File: config.mk
export PLATFORM = sky130hd
export DESIGN_NAME = multi_queue_min_head_merge_top
export DESIGN_NICKNAME = d
export VERILOG_FILES = /design/src/hw/rtl/mqmh_pkg.sv /design/src/hw/rtl/multi_queue_min_head_merge_top.sv /design/src/hw/rtl/mqmh_min_unit.sv
export SDC_FILE = /design/constraint.sdc
export NUM_CORES = 2
export LEC_CHECK = 0
export BUFFER_PORTS_ARGS = -buffer_cell sky130_fd_sc_hd__buf_2
export CAP_MARGIN = 25
export CORE_ASPECT_RATIO = 0.6
export CORE_MARGIN = 4
export CORE_UTILIZATION = 60
export CTS_BUF_LIST = sky130_fd_sc_hd__clkbuf_2 sky130_fd_sc_hd__clkbuf_4 sky130_fd_sc_hd__clkbuf_8
export DETAILED_ROUTE_END_ITERATION = 10
export MAX_ROUTING_LAYER = met4
export PLACE_DENSITY = 0.76
export RECOVER_POWER = 50
export SLEW_MARGIN = 20
export SYNTH_ARGS = -nofsm -noshare
export SYNTH_HDL_FRONTEND = slang
export SYNTH_SLANG_ARGS = --single-unit
File: constraint.sdc
create_clock -name clk -period 15.3 [get_ports clk]
set_clock_uncertainty 0.15 [all_clocks]
set_input_delay 2.295 -clock clk [delete_from_list [all_inputs] [get_ports clk]]
set_output_delay 2.295 -clock clk [all_outputs]
set_load 0.01 [all_outputs]
File: src/hw/rtl/mqmh_pkg.sv
// Shared types and codes for the multi-queue minimum-head merge block.
// Holds the request and result word layouts, request and status codes,
// configuration register indexes and the scan control bundle. No dependencies.
`default_nettype none

package mqmh_pkg;

  localparam int NUM_QUEUES  = 4;
  localparam int QUEUE_DEPTH = 16;
  localparam int ITEM_WIDTH  = 32;

  localparam int QIDX_W    = 2;
  localparam int REQ_W     = 2;
  localparam int STATUS_W  = 2;
  localparam int COUNT_W   = 7;
  localparam int COUNT_MAX = 127;
  localparam int CFG_W     = 5;
  localparam int CFG_IDX_W = 1;

  localparam logic [REQ_W-1:0] REQ_PUT    = 2'd0;
  localparam logic [REQ_W-1:0] REQ_GET    = 2'd1;
  localparam logic [REQ_W-1:0] REQ_REMOVE = 2'd2;
  localparam logic [REQ_W-1:0] REQ_CLEAR  = 2'd3;

  localparam logic [STATUS_W-1:0] ST_OK       = 2'd0;
  localparam logic [STATUS_W-1:0] ST_DISABLED = 2'd1;
  localparam logic [STATUS_W-1:0] ST_OVERFLOW = 2'd2;
  localparam logic [STATUS_W-1:0] ST_NOTHING  = 2'd3;

  localparam logic [CFG_IDX_W-1:0] REG_CAPACITY = 1'd0;
  localparam logic [CFG_IDX_W-1:0] REG_ENABLE   = 1'd1;

  typedef struct packed {
    logic [REQ_W-1:0]      req_type;
    logic [QIDX_W-1:0]     queue_index;
    logic [ITEM_WIDTH-1:0] data_in;
  } request_t;

  typedef struct packed {
    logic [ITEM_WIDTH-1:0] data_out;
    logic [QIDX_W-1:0]     source_queue;
    logic [STATUS_W-1:0]   status;
    logic [COUNT_W-1:0]    total_count;
    logic                  all_empty;
  } result_t;

  typedef struct packed {
    logic              clear;
    logic              take;
    logic [QIDX_W-1:0] q;
  } scan_ctl_t;

endpackage

`default_nettype wire

File: src/hw/rtl/multi_queue_min_head_merge_top.sv
// Top level of the multi-queue minimum-head merge block: ring FIFOs in one
// item memory, pointer and count registers, and the request sequencer.
// Depends on mqmh_pkg and mqmh_min_unit.
`default_nettype none

// A request word is taken when start is high and busy is low; its result word
// appears on result with done high for exactly one cycle and must be taken
// then. A put or a clear goes from IDLE straight to REPORT; a get or a
// remove passes through SCAN and POP first, since the queue heads are
// read one per cycle through the single read port of the item memory and
// judged by one shared comparator. busy stays high until the result cycle,
// and a new word may be started in the cycle that done is high.
// Configuration writes are taken at once and belong to idle periods.
module multi_queue_min_head_merge_top #(
  parameter int QUEUE_DEPTH = mqmh_pkg::QUEUE_DEPTH
) (
  input  logic                               clk,
  input  logic                               rst,
  input  logic                               start,
  output logic                               busy,
  input  mqmh_pkg::request_t                 request,
  output logic                               done,
  output mqmh_pkg::result_t                  result,
  input  logic                               cfg_we,
  input  logic [mqmh_pkg::CFG_IDX_W-1:0]     cfg_index,
  input  logic [mqmh_pkg::CFG_W-1:0]         cfg_data
);

  localparam int NQ        = mqmh_pkg::NUM_QUEUES;
  localparam int QW        = mqmh_pkg::QIDX_W;
  localparam int IW        = mqmh_pkg::ITEM_WIDTH;
  localparam int PTR_W     = $clog2(QUEUE_DEPTH);
  localparam int CNT_W     = $clog2(QUEUE_DEPTH + 1);
  localparam int MEM_DEPTH = NQ * QUEUE_DEPTH;
  localparam int ADDR_W    = $clog2(MEM_DEPTH);
  localparam int STEP_W    = $clog2(NQ + 1);
  localparam int SUM_W     = $clog2(MEM_DEPTH + 1);

  typedef enum logic [1:0] {IDLE, SCAN, POP, REPORT} state_t;

  state_t                          state;
  logic [PTR_W-1:0]                read_pointer  [NQ];
  logic [PTR_W-1:0]                write_pointer [NQ];
  logic [CNT_W-1:0]                fill_count    [NQ];
  logic [CNT_W-1:0]                capacity;
  logic [NQ-1:0]                   queue_enable;
  logic [mqmh_pkg::REQ_W-1:0]      req_type;
  logic [STEP_W-1:0]               step;
  logic                            pend_valid;
  logic [QW-1:0]                   pend_q;

  logic [IW-1:0]                   mem [MEM_DEPTH];
  logic [IW-1:0]                   rd_data;

  logic                            accept;
  logic [QW-1:0]                   put_q;
  logic                            put_enabled;
  logic                            put_full;
  logic                            wr_en;
  logic [ADDR_W-1:0]               wr_addr;
  logic [QW-1:0]                   scan_q;
  logic [ADDR_W-1:0]               rd_addr;
  logic                            scan_more;
  logic [NQ-1:0]                   eligible;
  logic [SUM_W-1:0]                sum;
  logic [mqmh_pkg::COUNT_W-1:0]    total;
  logic                            none_held;

  mqmh_pkg::scan_ctl_t             scan_ctl;
  logic                            best_valid;
  logic [QW-1:0]                   best_q;
  logic [IW-1:0]                   best_val;

  function automatic logic [PTR_W-1:0] next_ptr(input logic [PTR_W-1:0] p,
                                                input logic [CNT_W-1:0] cap);
    logic [CNT_W-1:0] n;
    n = CNT_W'(p) + CNT_W'(1);
    return (n >= cap) ? '0 : PTR_W'(n);
  endfunction

  function automatic logic [ADDR_W-1:0] slot(input logic [QW-1:0] q,
                                             input logic [PTR_W-1:0] p);
    return ADDR_W'(q) * ADDR_W'(QUEUE_DEPTH) + ADDR_W'(p);
  endfunction

  function automatic logic [CNT_W-1:0] clamp_cap(input logic [mqmh_pkg::CFG_W-1:0] v);
    if (v == '0) return CNT_W'(1);
    else if (32'(v) > 32'(QUEUE_DEPTH)) return CNT_W'(QUEUE_DEPTH);
    else return CNT_W'(v);
  endfunction

  assign busy   = (state != IDLE);
  assign accept = start && !busy;

  assign put_q       = request.queue_index;
  assign put_enabled = queue_enable[put_q];
  assign put_full    = fill_count[put_q] >= capacity;
  assign wr_en       = accept && (request.req_type == mqmh_pkg::REQ_PUT) &&
                       put_enabled && !put_full;
  assign wr_addr     = slot(put_q, write_pointer[put_q]);

  assign scan_q    = step[QW-1:0];
  assign rd_addr   = slot(scan_q, read_pointer[scan_q]);
  assign scan_more = step < STEP_W'(NQ);

  always_comb begin
    sum = '0;
    for (int q = 0; q < NQ; q++) begin
      eligible[q] = queue_enable[q] && (fill_count[q] != '0);
      if (queue_enable[q]) sum = sum + SUM_W'(fill_count[q]);
    end
    none_held = (eligible == '0);
    total = (32'(sum) > 32'(mqmh_pkg::COUNT_MAX)) ?
            mqmh_pkg::COUNT_W'(mqmh_pkg::COUNT_MAX) : mqmh_pkg::COUNT_W'(sum);
  end

  assign scan_ctl.clear = (state == IDLE);
  assign scan_ctl.take  = (state == SCAN) && pend_valid;
  assign scan_ctl.q     = pend_q;

  mqmh_min_unit u_min (
    .clk        (clk),
    .rst        (rst),
    .ctl        (scan_ctl),
    .cand       (rd_data),
    .best_valid (best_valid),
    .best_q     (best_q),
    .best_val   (best_val)
  );

  always_ff @(posedge clk) begin
    if (wr_en) begin
      mem[wr_addr] <= request.data_in;
    end
    rd_data <= mem[rd_addr];
  end

  always_ff @(posedge clk) begin
    if (rst) begin
      state        <= IDLE;
      done         <= 1'b0;
      capacity     <= CNT_W'(QUEUE_DEPTH);
      queue_enable <= '1;
      step         <= '0;
      pend_valid   <= 1'b0;
      for (int q = 0; q < NQ; q++) begin
        read_pointer[q]  <= '0;
        write_pointer[q] <= '0;
        fill_count[q]    <= '0;
      end
    end else begin
      done <= 1'b0;
      case (state)
        IDLE: begin
          if (start) begin
            req_type            <= request.req_type;
            result.data_out     <= '0;
            result.source_queue <= '0;
            result.status       <= mqmh_pkg::ST_OK;
            state               <= REPORT;
            case (request.req_type)
              mqmh_pkg::REQ_PUT: begin
                if (!put_enabled) begin
                  result.status <= mqmh_pkg::ST_DISABLED;
                end else if (put_full) begin
                  result.status <= mqmh_pkg::ST_OVERFLOW;
                end else begin
                  write_pointer[put_q] <= next_ptr(write_pointer[put_q], capacity);
                  fill_count[put_q]    <= fill_count[put_q] + CNT_W'(1);
                end
              end
              mqmh_pkg::REQ_GET, mqmh_pkg::REQ_REMOVE: begin
                step       <= '0;
                pend_valid <= 1'b0;
                state      <= SCAN;
              end
              mqmh_pkg::REQ_CLEAR: begin
                for (int q = 0; q < NQ; q++) begin
                  read_pointer[q]  <= '0;
                  write_pointer[q] <= '0;
                  fill_count[q]    <= '0;
                end
              end
              default: begin
                state <= REPORT;
              end
            endcase
          end
        end
        SCAN: begin
          pend_valid <= scan_more && eligible[scan_q];
          pend_q     <= scan_q;
          step       <= step + STEP_W'(1);
          if (!scan_more) begin
            state <= POP;
          end
        end
        POP: begin
          if (!best_valid) begin
            result.status <= mqmh_pkg::ST_NOTHING;
          end else begin
            read_pointer[best_q] <= next_ptr(read_pointer[best_q], capacity);
            fill_count[best_q]   <= fill_count[best_q] - CNT_W'(1);
            result.source_queue  <= best_q;
            result.data_out      <= (req_type == mqmh_pkg::REQ_GET) ? best_val : '0;
          end
          state <= REPORT;
        end
        REPORT: begin
          result.total_count <= total;
          result.all_empty   <= none_held;
          done               <= 1'b1;
          state              <= IDLE;
        end
        default: begin
          state <= IDLE;
        end
      endcase

      if (cfg_we) begin
        case (cfg_index)
          mqmh_pkg::REG_CAPACITY: begin
            capacity <= clamp_cap(cfg_data);
            for (int q = 0; q < NQ; q++) begin
              read_pointer[q]  <= '0;
              write_pointer[q] <= '0;
              fill_count[q]    <= '0;
            end
          end
          mqmh_pkg::REG_ENABLE: begin
            queue_enable <= cfg_data[NQ-1:0];
          end
          default: begin
            queue_enable <= queue_enable;
          end
        endcase
      end
    end
  end

`ifndef SYNTH
  a_done_after_report: assert property (@(posedge clk) disable iff (rst)
    done |-> $past(state == REPORT))
    else $error("result strobe without a report cycle");

  a_busy_after_accept: assert property (@(posedge clk) disable iff (rst)
    (start && !busy) |=> busy)
    else $error("accepted word did not raise busy");

  a_nothing_is_zero: assert property (@(posedge clk) disable iff (rst)
    (done && result.status == mqmh_pkg::ST_NOTHING) |->
      (result.data_out == '0 && result.source_queue == '0))
    else $error("empty take returned a value");

  for (genvar g = 0; g < NQ; g++) begin : g_fill_chk
    a_fill_in_cap: assert property (@(posedge clk) disable iff (rst)
      fill_count[g] <= capacity)
      else $error("queue fill exceeds capacity");
  end
`endif

endmodule

`default_nettype wire

File: src/hw/rtl/mqmh_min_unit.sv
// Shared compare unit for the minimum-head scan: one unsigned comparator and
// the best-so-far registers, fed one head word per cycle by the sequencer.
// Depends on mqmh_pkg.
`default_nettype none

module mqmh_min_unit (
  input  logic                                clk,
  input  logic                                rst,
  input  mqmh_pkg::scan_ctl_t                 ctl,
  input  logic [mqmh_pkg::ITEM_WIDTH-1:0]     cand,
  output logic                                best_valid,
  output logic [mqmh_pkg::QIDX_W-1:0]         best_q,
  output logic [mqmh_pkg::ITEM_WIDTH-1:0]     best_val
);

  logic better;

  // strict less-than keeps the lowest queue on a tie
  assign better = !best_valid || (cand < best_val);

  always_ff @(posedge clk) begin
    if (rst) begin
      best_valid <= 1'b0;
    end else if (ctl.clear) begin
      best_valid <= 1'b0;
    end else if (ctl.take && better) begin
      best_valid <= 1'b1;
    end
  end

  always_ff @(posedge clk) begin
    if (ctl.take && better && !ctl.clear) begin
      best_q   <= ctl.q;
      best_val <= cand;
    end
  end

endmodule

`default_nettype wire
==> run metrics <==
status=finished, violations left; failing checks=capacitance limit, slew limit; hold_buf cts=0; Reg power frac=49.2%; clock buffer count from CTS=322; initial antenna violation count=11; DR iter-0 viols=roughly 9400; fill cell count=9902; post-route insts no fill=8929; min cycle time layout=just over 7 ns; Rows=around 110; crit path max fanout=19; Power per Cell Area=143.4 nW/um2; Layout area overhead=10.70%; Async SR Flop Fraction=0%; Chip Height=around 310 um; CTS Buffer Depth=4; DR WL/cell=27.82 um; share of layout cells above drive strength 1=between 10% and 20%; CTS tree=done; Critical Path AT=just under 8 ns; I/O pin total=92; worst vdd ir=79.03 uV; clock tree root driver cell=clkbuf_8; number of global-route vias before repair=53860; global routing's busiest layer=met1; critical setup path kind=in2reg; largest net degree at the start of global routing=around 140; switching portion of total power=about 30%; fmax=138.8 MHz; first-pass GRT wire length=roughly 360000 um; vias per inst=6.482; Tot GR Track Use=32.43%; P_int=9.990 mW; Startpoint Class=input port; HP Start=rd_data[0]; DR vias=approximately 58000; M1 GR Usage=48.88%; Cells after DPL=8346; Worst-Margin Slew=4.273 ns; mapped cell area=~90000 um2; DP Wirelength=149500 um; RSZ-0062 raised after global routing=false; number of setup buffers added after CTS=0; Starting Density=60.65%; DRT Pass-1 Iters=9; Unique masters post-synth=62; post_cts resized=0; Clock transition at path regs=0.07 ns; Routed WL=approximately 250000 um; CP Data Required Time=15.86 ns; synth warn=0; synthesized area per cell=roughly 14 um2; Mapped Cells=~6600; share of total power in combinational logic=18.2%; Routed Antenna Nets=0; routability congestion estimate=0.9705; Clk Latency, worst-skew pair=approximately 1.1 ns; total grt overflow=0; setup_tns=0 ns; DRC viols=0; Synth Register Bits=2235; met2 usage=41.15%; # port buffers=91; area of the multi-input gates=between 20000 and 25000 um2; H-tree depth=5; Psw=4.242 mW; Fin. Hold Viols=0; Crit. Startpoint=request[32]; Die X=507.1 um; Max-Cap Viols=36; EDFF count, synth=between 2000 and 2500; Die Area=approximately 160000 um2; Tcrit/Tclk final=47.10%; sequential fraction of the synthesis area=74.11%; CORE AREA=147800 um2; CP endpoint kind=register; final setup violation count=0; Slew HR=-184.9%; Sequential Area=around 66000 um2; Synth Net Count=6683; Clock power frac=32.6%; leakage power=33.27 nW; Sinks on Clock Net=2235; met3 Usage GRT=a little under an eighth; nets=6816; Slew Limit Fails=2226; Primary FF master, synth=edfxtp_1; Hold/Removal Path Class=reg2reg
-- placed cells by master (no fill, tap or decap), types with 38 or more instances in the layout --
cell / instances
nand2_1: 1524
and2_0: 59
nor4_1: 65
ha_1: 72
a311oi_1: 132
inv_1: 61
nor2_1: 164
and2_1: 110
buf_4: 70
a32oi_1: 69
dfxtp_1: 65
clkbuf_8: 338
clkinv_1: 49
o21ai_0: 97
mux2i_1: 70
nand3_1: 662
a211oi_1: 136
nor2_4: 65
a21oi_1: 188
clkbuf_1: 58
edfxtp_1: 2169
clkbuf_4: 115
mux2_2: 112
buf_2: 62
nand4_1: 38
-- cells in the mapped netlist, types with 32 or more instances --
| cell type | number | area share, % |
|---|---|---|
| edfxtp_1 | 2169 | 73 |
| nand2_1 | 1525 | 6.4 |
| nand3_1 | 662 | 3.7 |
| clkbuf_1 | 272 | 1.1 |
| nor2_1 | 232 | 0.97 |
| a21oi_1 | 189 | 1.1 |
| and2_1 | 140 | 0.98 |
| a211oi_1 | 136 | 1.1 |
| a311oi_1 | 133 | 1.3 |
| mux2_2 | 114 | 1.4 |
| buf_2 | 105 | 0.59 |
| o21ai_0 | 97 | 0.54 |
| ha_1 | 72 | 1.0 |
| mux2i_1 | 70 | 0.78 |
| a32oi_1 | 69 | 0.67 |
| dfxtp_1 | 66 | 1.5 |
| nor4_1 | 65 | 0.45 |
| inv_1 | 61 | 0.26 |
| nand4_1 | 38 | 0.27 |
| buf_1 | 33 | 0.14 |
| a221o_1 | 32 | 0.36 |
| a31oi_1 | 32 | 0.22 |
-- worst max-delay path, cell delays in order --
cell	delay [ns]
clkbuf_1	0.96
mux4_2	0.69
inv_1	0.16
ha_1	0.24
nand2b_1	0.14
a21o_1	0.19
a21oi_1	0.25
o2111ai_1	0.49
nor2_1	0.47
nand2_1	0.67
nor2_4	0.89
buf_16	0.25
-- worst paths after layout --
check                      endpoint  slack [ns]  cells past startpoint
hold reg to reg   u_min.best_val[0]        0.27                      0
hold / removal    u_min.best_val[0]        0.27                      0
setup / recovery        mem[40][12]        8.09                     12
setup reg to reg        rd_data[18]        9.05                     10
-- power by group through the flow --
stage / Clock (mW) / Combinational [mW] / Sequential (mW)
final: 4.63 / 2.59 / 7.01
after global routing: 4.94 / 2.74 / 7.01
after CTS: 4.64 / 2.52 / 6.97
after detailed placement: 0 / 2.51 / 7.10
after global placement: 0 / 2.45 / 7.09
after floorplan: 0 / 1.51 / 7.02
-- per-stage QoR --
step                utilization, %  setup WS [ns]  hold WS, ns  total power, mW  cell area (um2)
CTS                          66.86          8.807       0.2727            14.13            98840
global placement             62.33          7.804       0.2608            9.544            92150
finish                       67.14          8.094       0.2708            14.23            99260
detailed placement           62.75          7.727       0.2561            9.607            92770
global route                 67.13          7.837       0.2862            14.69            99250
floorplan                        -          8.721       0.2495            8.539            89670
-- layer usage --
layer | share of wire (%) | up-vias | wire (um)
met5 | 0 | - | 0
met4 | 3.1 | 0 | 7797
met3 | 17 | 552 | 42670
met2 | 40 | 4612 | 99170
met1 | 40 | 28010 | 98760
li1 | - | 24700 | -
-- cells by family (layout without fill, tap and decap cells) --
family	Yosys count	after routing	share of synthesized area, %
simple gates	2765	2765	13.47
flops	2235	2235	74.11
compound gates	768	768	6.032
buf+inv	491	842	2.321
mux	207	207	2.785
fa+ha+maj	75	75	1.061
xor+xnor	22	22	0.2149
other cells	0	17	0
-- sequential cells by signal, indices dropped and copies added (netlist names), named ones only --
name	flops
mem	2048
result	44
rd_data	32
u_min.best_val	32
fill_count	20
read_pointer	16
write_pointer	16
capacity	5
queue_enable	4
step	3
pend_q	2
req_type	2
state	2
u_min.best_q	2
done	1
pend_valid	1
u_min.best_valid	1
-- final cells by class --
| class | count | share of cell area (%) |
|---|---|---|
| Sequential cell | 2235 | 66.95 |
| Multi-Input combinational cell | 3837 | 21.89 |
| Clock buffer | 453 | 5.557 |
| Tap cell | 1998 | 2.519 |
| Timing Repair Buffer | 239 | 2.245 |
| Clock inverter | 89 | 0.5673 |
| Inverter | 61 | 0.2307 |
| Antenna cell | 17 | 0.04286 |
(Power assumes the default switching activity.)
